**src/sta_pkg.sv**
```systemverilog
`default_nettype none

package sta_pkg;

   // Activation format: signed, DATA_WIDTH bits, FRAC_BITS fraction bits
   localparam int DATA_WIDTH = 16;
   localparam int FRAC_BITS  = 10;

   // Result format: unsigned Q0.16
   localparam int OUT_W   = 16;
   localparam int SLOPE_W = 15;

   // Quotient Q = floor(2^NUM_EXP / D), D >= 2^(2*FRAC_BITS+2), so Q <= 2^15
   localparam int NUM_EXP = 2 * FRAC_BITS + 17;
   localparam int QUO_W   = 16;

   // Divisor D = 2^(2F+2) + 2^(F+1)*A + A*A, A < 2^DATA_WIDTH
   localparam int DIV_W = (2 * DATA_WIDTH > 2 * FRAC_BITS + 4) ?
                          2 * DATA_WIDTH : 2 * FRAC_BITS + 4;
   localparam int SQ_W  = 2 * DATA_WIDTH;

   localparam logic [DIV_W-1:0] D_BASE   = DIV_W'(1) << (2 * FRAC_BITS + 2);
   localparam logic [DIV_W-1:0] REM_INIT = DIV_W'(1) << (NUM_EXP - QUO_W);

   localparam logic [OUT_W:0]   ONE_Q16 = (OUT_W + 1)'(1) << OUT_W;
   localparam logic [OUT_W-1:0] SAT_Q16 = '1;

   // 1 magnitude + 1 square + 1 divisor + QUO_W divide + 1 sigmoid + 1 slope
   localparam int LATENCY = QUO_W + 5;

endpackage

`default_nettype wire

```
**src/sigmoid_taylor_approx.sv**
```systemverilog
// Sigmoid activation with slope, from a truncated exponential series.
// Input channel (req_): one signed Q5.10 activation per transfer in
// req_x_value. Result channel (rsp_): rsp_sigmoid_value (unsigned Q0.16,
// 1.0 saturates to 65535) and rsp_slope_value = s*(1-s) in Q0.16.
// Exactly one result per input item, in input order.
// The path from input transfer to rsp_valid runs through the chain of
// one magnitude stage, one squaring stage, one divisor stage, sixteen
// restoring-division stages (one quotient bit each), one sigmoid stage
// and one slope-multiply stage, whose last register drives the rsp_ ports.
// Throughput: one item per cycle while the receiver takes results.
// The pipeline advances as a whole whenever the output register is empty
// or its result is transferred; when the receiver stalls with a result
// waiting, every stage holds and req_ready drops, so no item is lost or
// repeated. Bubbles travel as cleared valid bits.
// Reset (synchronous, active high) clears all valid bits; the block keeps
// no state between items and is ready in the cycle after reset.

`default_nettype none

module sigmoid_taylor_approx
   import sta_pkg::*;
(
   input  wire logic                       clock,
   input  wire logic                       reset,
   input  wire logic                       req_valid,
   output logic                            req_ready,
   input  wire logic signed [DATA_WIDTH-1:0] req_x_value,
   output logic                            rsp_valid,
   input  wire logic                       rsp_ready,
   output logic [OUT_W-1:0]                rsp_sigmoid_value,
   output logic [SLOPE_W-1:0]              rsp_slope_value
);

   // Advance every stage when the output slot is free or being drained
   logic adv;
   logic out_vld_ff;

   assign adv       = !out_vld_ff || rsp_ready;
   assign req_ready = adv;

   // ---------------- stage A: magnitude and sign ----------------
   logic                  a_vld_ff;
   logic [DATA_WIDTH-1:0] a_mag_ff;
   logic                  a_pos_ff;
   logic [DATA_WIDTH-1:0] a_mag_in;
   logic                  a_pos_in;
   logic [DATA_WIDTH-1:0] x_raw;

   always_comb begin
      x_raw    = req_x_value;
      // most negative value keeps its magnitude 2^(DATA_WIDTH-1) as unsigned
      a_mag_in = x_raw[DATA_WIDTH-1] ? (~x_raw + DATA_WIDTH'(1)) : x_raw;
      a_pos_in = !x_raw[DATA_WIDTH-1] && (x_raw != '0);
   end

   always_ff @(posedge clock) begin
      if (reset) begin
         a_vld_ff <= 1'b0;
      end else if (adv) begin
         a_vld_ff <= req_valid;
      end
   end

   always_ff @(posedge clock) begin
      if (adv) begin
         a_mag_ff <= a_mag_in;
         a_pos_ff <= a_pos_in;
      end
   end

   // ---------------- stage B: square ----------------
   logic                  b_vld_ff;
   logic [DATA_WIDTH-1:0] b_mag_ff;
   logic [SQ_W-1:0]       b_sq_ff;
   logic                  b_pos_ff;
   logic [SQ_W-1:0]       b_sq_in;

   assign b_sq_in = SQ_W'(a_mag_ff) * SQ_W'(a_mag_ff);

   always_ff @(posedge clock) begin
      if (reset) begin
         b_vld_ff <= 1'b0;
      end else if (adv) begin
         b_vld_ff <= a_vld_ff;
      end
   end

   always_ff @(posedge clock) begin
      if (adv) begin
         b_mag_ff <= a_mag_ff;
         b_sq_ff  <= b_sq_in;
         b_pos_ff <= a_pos_ff;
      end
   end

   // ---------------- stage C: divisor ----------------
   // D = 2^22 + 2^11*A + A*A; the division stages hang off index 0
   logic [DIV_W-1:0] dv_d_ff [0:QUO_W];
   logic [DIV_W-1:0] dv_r_ff [0:QUO_W];
   logic [QUO_W-1:0] dv_q_ff [0:QUO_W];
   logic             dv_p_ff [0:QUO_W];
   logic             dv_v_ff [0:QUO_W];
   logic [DIV_W-1:0] c_d_in;

   assign c_d_in = D_BASE + (DIV_W'(b_mag_ff) << (FRAC_BITS + 1)) + DIV_W'(b_sq_ff);

   always_ff @(posedge clock) begin
      if (reset) begin
         dv_v_ff[0] <= 1'b0;
      end else if (adv) begin
         dv_v_ff[0] <= b_vld_ff;
      end
   end

   always_ff @(posedge clock) begin
      if (adv) begin
         dv_d_ff[0] <= c_d_in;
         dv_r_ff[0] <= REM_INIT;
         dv_q_ff[0] <= '0;
         dv_p_ff[0] <= b_pos_ff;
      end
   end

   // ---------------- division stages: one quotient bit each ----------------
   // Restoring division of 2^37 by D; the remainder stays below D, and the
   // low numerator bits are all zero, so each step shifts in a zero.
   for (genvar k = 1; k <= QUO_W; k++) begin : g_div
      logic [DIV_W:0]   trial;
      logic             take;
      logic [DIV_W-1:0] r_in;
      logic [QUO_W-1:0] q_in;

      always_comb begin
         trial = {dv_r_ff[k-1], 1'b0};
         take  = trial >= {1'b0, dv_d_ff[k-1]};
         r_in  = take ? DIV_W'(trial - {1'b0, dv_d_ff[k-1]}) : DIV_W'(trial);
         q_in  = {dv_q_ff[k-1][QUO_W-2:0], take};
      end

      always_ff @(posedge clock) begin
         if (reset) begin
            dv_v_ff[k] <= 1'b0;
         end else if (adv) begin
            dv_v_ff[k] <= dv_v_ff[k-1];
         end
      end

      always_ff @(posedge clock) begin
         if (adv) begin
            dv_d_ff[k] <= dv_d_ff[k-1];
            dv_r_ff[k] <= r_in;
            dv_q_ff[k] <= q_in;
            dv_p_ff[k] <= dv_p_ff[k-1];
         end
      end
   end

   // ---------------- stage E: sigmoid ----------------
   // positive x: 1 - 1/(1+E), i.e. one minus the exact quotient, rounded up
   logic             e_vld_ff;
   logic [OUT_W-1:0] e_sig_ff;
   logic [OUT_W-1:0] e_sig_in;
   logic [OUT_W:0]   e_diff;
   logic [OUT_W:0]   e_quo;

   always_comb begin
      e_quo  = (OUT_W + 1)'(dv_q_ff[QUO_W]);
      e_diff = ONE_Q16 - e_quo;
      if (dv_p_ff[QUO_W]) begin
         e_sig_in = e_diff[OUT_W] ? SAT_Q16 : e_diff[OUT_W-1:0];
      end else begin
         e_sig_in = e_quo[OUT_W] ? SAT_Q16 : e_quo[OUT_W-1:0];
      end
   end

   always_ff @(posedge clock) begin
      if (reset) begin
         e_vld_ff <= 1'b0;
      end else if (adv) begin
         e_vld_ff <= dv_v_ff[QUO_W];
      end
   end

   always_ff @(posedge clock) begin
      if (adv) begin
         e_sig_ff <= e_sig_in;
      end
   end

   // ---------------- stage F: slope, output register ----------------
   logic [OUT_W-1:0]   out_sig_ff;
   logic [SLOPE_W-1:0] out_slope_ff;
   logic [OUT_W:0]     f_comp;
   logic [2*OUT_W:0]   f_prod;
   logic [SLOPE_W-1:0] f_slope_in;

   always_comb begin
      f_comp     = ONE_Q16 - (OUT_W + 1)'(e_sig_ff);
      f_prod     = (2 * OUT_W + 1)'(e_sig_ff) * (2 * OUT_W + 1)'(f_comp);
      f_slope_in = f_prod[OUT_W + SLOPE_W - 1:OUT_W];
   end

   always_ff @(posedge clock) begin
      if (reset) begin
         out_vld_ff <= 1'b0;
      end else if (adv) begin
         out_vld_ff <= e_vld_ff;
      end
   end

   always_ff @(posedge clock) begin
      if (adv) begin
         out_sig_ff   <= e_sig_ff;
         out_slope_ff <= f_slope_in;
      end
   end

   assign rsp_valid         = out_vld_ff;
   assign rsp_sigmoid_value = out_sig_ff;
   assign rsp_slope_value   = out_slope_ff;

endmodule

`default_nettype wire
```
**config.mk**
```make
export PLATFORM = sky130hd
export DESIGN_NAME = sigmoid_taylor_approx
export DESIGN_NICKNAME = d
export VERILOG_FILES = /design/src/sta_pkg.sv /design/src/sigmoid_taylor_approx.sv
export SDC_FILE = /design/constraint.sdc
export NUM_CORES = 2
export LEC_CHECK = 0
export ABC_AREA = 1
export BUFFER_PORTS_ARGS = -buffer_cell sky130_fd_sc_hd__buf_4
export CAP_MARGIN = 20
export CELL_PAD_IN_SITES_DETAIL_PLACEMENT = 0
export CELL_PAD_IN_SITES_GLOBAL_PLACEMENT = 1
export CORE_UTILIZATION = 53
export CTS_CLUSTER_SIZE = 8
export DETAILED_ROUTE_END_ITERATION = 8
export PLACE_DENSITY_LB_ADDON = 0.1
export RECOVER_POWER = 100
export SYNTH_ARGS = -nofsm -noshare
export SYNTH_HDL_FRONTEND = slang
export SYNTH_SLANG_ARGS = --single-unit
```
**constraint.sdc**
```tcl
create_clock -name clock -period 185.5 [get_ports clock]
set_input_delay 55.65 -clock clock [delete_from_list [all_inputs] [get_ports clock]]
set_output_delay 55.65 -clock clock [all_outputs]
set_load 0.02 [all_outputs]
```
== After elaboration in Yosys (flattened, before gate mapping) ==
Memory sizes are Yosys's and may differ from the RTL's. A register that Yosys moved wholly into a read port is not among the register bits.
Index checks and enable logic that the tools add are counted.
W data, S select, Z words.

* Flip-flop bits (word level): 116
* RAM bits: 1394
* Output and inout port bits: 33
* Logic and storage cells: 121
* Memories: 5

{| class="wikitable"
|+ Memory list
! memory !! depth !! width !! read ports !! clocked after memory_dff !! write ports !! RTL line !! source
|-
| dv_d_ff || 17 || 32 || 16 || 0 || 17 || sigmoid_taylor_approx.sv:98 || <nowiki>logic [DIV_W-1:0] dv_d_ff [0:QUO_W];</nowiki>
|-
| dv_r_ff || 17 || 32 || 16 || 0 || 17 || sigmoid_taylor_approx.sv:99 || <nowiki>logic [DIV_W-1:0] dv_r_ff [0:QUO_W];</nowiki>
|-
| dv_q_ff || 17 || 16 || 17 || 0 || 17 || sigmoid_taylor_approx.sv:100 || <nowiki>logic [QUO_W-1:0] dv_q_ff [0:QUO_W];</nowiki>
|-
| dv_p_ff || 17 || 1 || 17 || 0 || 17 || sigmoid_taylor_approx.sv:101 || <nowiki>logic dv_p_ff [0:QUO_W];</nowiki>
|-
| dv_v_ff || 17 || 1 || 17 || 1 || 17 || sigmoid_taylor_approx.sv:102 || <nowiki>logic dv_v_ff [0:QUO_W];</nowiki>
|}

* Add/subtract/negate cells: 21
* Multiply operators: 2
* Magnitude comparators: 16
* Multiplexer cells: 42
* Bitwise logic cells: 18
* Reductions and logical operators: 5

{| class="wikitable"
|+ Operators by type and width
! kind !! count
|-
| $ge A33 B32 Y1 || 16
|-
| $mux W32 || 16
|-
| $sub A32 B32 Y32 || 16
|-
| $sub A17 B16 Y17 const A || 2
|-
| $add A28 B32 Y32 || 1
|-
| $mul A16 B16 Y32 || 1
|-
| $mux W16 || 2
|-
| $mul A16 B17 Y31 || 1
|-
| $add A23 B27 Y28 const A || 1
|-
| $mux W1 || 23
|-
| $or A1 B1 Y1 || 17
|-
| $add A16 B1 Y16 const B || 1
|-
| $not A16 Y16 || 1
|-
| $reduce_bool A16 Y1 || 1
|-
| $mux W15 || 1
|-
| $logic_not A1 Y1 || 2
|-
| $logic_and A1 B1 Y1 || 1
|-
| $logic_or A1 B1 Y1 || 1
|}

== Depth between registers and ports, before layout ==
* Word-level depth: 6
* Gate-level depth with buffers: 33

== Worst setup path after synthesis ==
No wires, ideal clock.

* Path kind: input to output
* From: input rsp_ready
* To: output req_ready
* Arrival time: 79537 ps
* Path slack: 50313 ps
* Stages on the path: 2
* Buffers on the path: 0
* Cell sequence: nor2_1 > inv_1

* Word-level cells in the longest chain between the ends: 1

{| class="wikitable"
|+ Ends and longest elaborated chain
! what !! RTL line !! source
|-
| start, declared || sigmoid_taylor_approx.sv:29 || <nowiki>input wire logic rsp_ready,</nowiki>
|-
| $logic_or A1 B1 Y1 || sigmoid_taylor_approx.sv:38 || <nowiki>assign adv = !out_vld_ff || rsp_ready;</nowiki>
|-
| end, declared || sigmoid_taylor_approx.sv:26 || <nowiki>output logic req_ready,</nowiki>
|}

No other way between the ends.

== Worst setup path after layout ==
Same ends and word-level chain as after synthesis.

==> results.txt <==
----------------------------------------------------
[Status]
  Outcome ... finished, violations left
  Violations in the final reports ... capacitance limit, slew limit

[Routing]
  Post-DR vias/cell ... 5.25
  WL per Instance ... 19.2 µm
  Routed wire length ... 319,000 µm
  Length of the first detailed-routing pass in iterations ... 6
  DRC Markers ... 0
  Drt initial violations ... 7,943
  Antenna Nets Post-Route ... 0
  Number of vias in the routed layout ... 87,100

[Hold path]
  Worst hold path class ... reg2reg
  Worst Hold Depth ... 0

[Place]
  Number of buffer cells added on primary ports ... 52
  Global placement routability congestion ... 0.985
  HPWL after detailed placement ... 259,000 µm

[STA]
  Hold violation count in the final report ... 0
  Number of failing setup endpoints in the final timing report ... 0
  Fin crit period ... 115.13 ns
  Unrepaired setup endpoints after global routing ... false
  Worst Skew ... 0.0335 ns
  Total Neg Setup Slack ... 0 ns
  Peak clock frequency supported by timing ... 8.69 MHz
  Final max-slew violation count ... 1,761
  Slew Limit Headroom ... -471%
  Tightest Pin Transition ... 8.56 ns
  Fraction of the cycle the final worst path needs ... 62.1%

[Final layout]
  Area delta synth->final ... 7.09%
  Layout Nets ... 15,000
  Filler cells ... 18,400
  Share of layout cells above drive strength 1 ... 4.09%

[Flow run]
  # Max-Cap Violations ... 33

[Floorplan]
  Die area ... 198,000 µm²
  Site row count ... 162
  Height of the die ... 445 µm
  Die X-Extent ... 445 µm
  Initial Utilization ... 53.4%
  Top-Level Pins ... 53
  Core area ... 195,000 µm²

[Synth]
  Top cells by instance count after synthesis ... sky130_fd_sc_hd__nand2_1, sky130_fd_sc_hd__inv_1, sky130_fd_sc_hd__edfxtp_1, sky130_fd_sc_hd__nand3_1, sky130_fd_sc_hd__nor2_1
  Area share of the leading cell type in the synthesized netlist ... 36.3%
  Most used DFF post-synth ... sky130_fd_sc_hd__edfxtp_1
  Number of instances in the synthesized netlist ... 13,800
  Register bit total from synthesis ... 1,260
  Number of flops mapped to enable cells by yosys ... 1,256
  Most instantiated library cell after synthesis ... sky130_fd_sc_hd__nand2_1
  Library cell with the largest summed area after synthesis ... sky130_fd_sc_hd__edfxtp_1
  Post-synthesis sequential area ratio ... 36.4%
  Area contributors post-synth ... sky130_fd_sc_hd__edfxtp_1, sky130_fd_sc_hd__nand2_1, sky130_fd_sc_hd__inv_1
  Average footprint of a synthesized cell ... 7.52 µm²
  Area of the mapped netlist ... 104,000 µm²
  Synth Warn # ... 0
  Async set-reset flop share out of synthesis ... 0%
  Cell variety after synth ... 51

[Critical path]
  Worst Path Max Fanout ... 75
  Critical register-to-register path startpoint ... rsp_valid
  End of the worst register-to-register path ... dv_r_ff[0][457]
  Crit path max-delay cell type ... sky130_fd_sc_hd__clkinvlp_2
  CP endpoint kind ... primary output
  Depth of the worst register-to-register path ... 10
  CP endpoint ... req_ready
  Stage delay of the slowest cell on the critical path ... 2.53 ns
  Worst endpoint required time ... 129.85 ns
  Worst R2R Setup Slack ... 161.52 ns
  Worst setup SP type ... input pin
  Worst setup path startpoint ... rsp_ready
  Critical Path, Cell by Cell ... clkbuf_4, nor2_1, clkinvlp_2, clkbuf_1
  Signal arrival time at the worst endpoint ... 59.48 ns
  Worst setup path class ... in2out

[CTS]
  Number of buffers inserted during clock tree synthesis ... 182
  Number of post-CTS setup repair buffers ... 0
  Clock Sink Count ... 1,260
  Post-cts sizing count ... 0
  Hold buffer count at CTS ... 0
  Clock tree root driver cell ... sky130_fd_sc_hd__clkbuf_16
  CTS H-tree depth ... 4
  Clock tree from TritonCTS ... done
  Clock latency on the worst-skew pair ... 0.84 ns
  Clock input transition at the sequential cells of the worst setup and hold paths ... 0.05 ns
  Bufs on Longest Clock Path ... 3

[GRT]
  Initial antenna violation count ... 14
  Via count of the first global-routing pass ... 83,800
  Wire length of the first global-routing pass ... 489,000 µm
  Pin count of the biggest net entering global routing ... 166
  Total routing usage reported by global routing ... 32.2%
  Overflow after GRT ... 0

----------------------------------------------------
-- state kept, by name (all words and copies together) (netlist names) --
signal and cells:
b_mag_ff 16, dv_d_ff 496, b_vld_ff 1, dv_r_ff 479, rsp_valid 1, b_pos_ff 1, a_pos_ff 1, dv_p_ff 17
e_vld_ff 1, e_sig_ff 16, a_vld_ff 1, a_mag_ff 16, dv_q_ff 136, rsp_slope_value 15, rsp_sigmoid_value 16, dv_v_ff 17
b_sq_ff 30
-- final cells by class --
| cell class | count | area [µm²] | share of cell area [%] |
|---|---|---|---|
| flip-flops and latches | 1260 | 37800 | 34.0 |
| well taps | 2624 | 3280 | 2.95 |
| inverters | 2991 | 11200 | 10.1 |
| clock buffers | 197 | 4630 | 4.16 |
| multi-input cells | 9385 | 53300 | 47.9 |
| repair buffers | 97 | 636 | 0.571 |
| clock inverters | 32 | 399 | 0.359 |
| diodes | 2 | 5.00 | 0.00450 |
-- metal layers --
metal	global-route usage, %	wire length (µm)	vias to the layer above
met1	45.5	143000	40700
met5	0	20	-
met4	10.2	10400	2
li1	-	-	42900
met2	50.8	142000	3025
met3	4.86	23500	527
-- cells in the final DEF, fill, tap and decap left out, drive strengths merged, types with 4 or more instances in the layout --
master / n
xnor2: 31
fa: 373
o21ai: 61
and3: 4
a31oi: 4
edfxtp: 1256
o21bai: 23
ha: 722
and2: 131
nand2: 5070
nand4: 145
or2: 26
xor2: 252
clkbuf: 263
nand3b: 37
conb: 18
buf: 31
nor4: 14
clkinv: 32
a21boi: 8
dfxtp: 4
nand3: 1068
inv: 2987
nor2: 844
nor3: 146
a21oi: 383
a21o: 14
-- worst max-delay path, delay by kind of cell --
| family | cells | cell delay, ns |
|---|---|---|
| buf+inv | 3 | 3.46 |
| simple gates | 1 | 0.19 |
-- stage by stage --
step | std cells | utilization [%] | instance area (µm²) | hold WS, ns | setup WS, ns
after floorplan | 13800 | - | 104000 | 0.400 | 50.31
after global placement | 16300 | 54.8 | 107000 | 0.401 | 73.15
after detailed placement | 16400 | 54.8 | 107000 | 0.405 | 73.12
after CTS | 16600 | 57.4 | 112000 | 0.398 | 73.12
after global routing | 16600 | 57.1 | 111000 | 0.416 | 70.16
final | 16600 | 57.1 | 111000 | 0.397 | 70.37
-- worst min path at each step --
stage	start	endpoint
CTS	dv_q_ff[14][6]	dv_q_ff[15][7]
floorplan	a_pos_ff	b_pos_ff
finish	dv_q_ff[14][6]	dv_q_ff[15][7]
detailed placement	b_sq_ff[10]	dv_d_ff[0][10]
global placement	dv_q_ff[12][1]	dv_q_ff[13][2]
global route	dv_q_ff[12][3]	dv_q_ff[13][4]
-- cells by family after synthesis --
family                   after synthesis  synth area share, %
flip-flops                          1260                 36.4
XOR/XNOR                             283                 2.38
multiplexers                           1               0.0108
adder cells (fa/ha/maj)             1095                 15.9
AO/OA/AOI/OAI                        500                 2.61
buffers and inverters               3189                 12.2
AND/OR/NAND/NOR                     7488                 30.6
other                                  2              0.00723
Power is left out: the tool's default activity adds up to more than one toggle a clock period on the data nets, which glitch-free logic cannot reach.
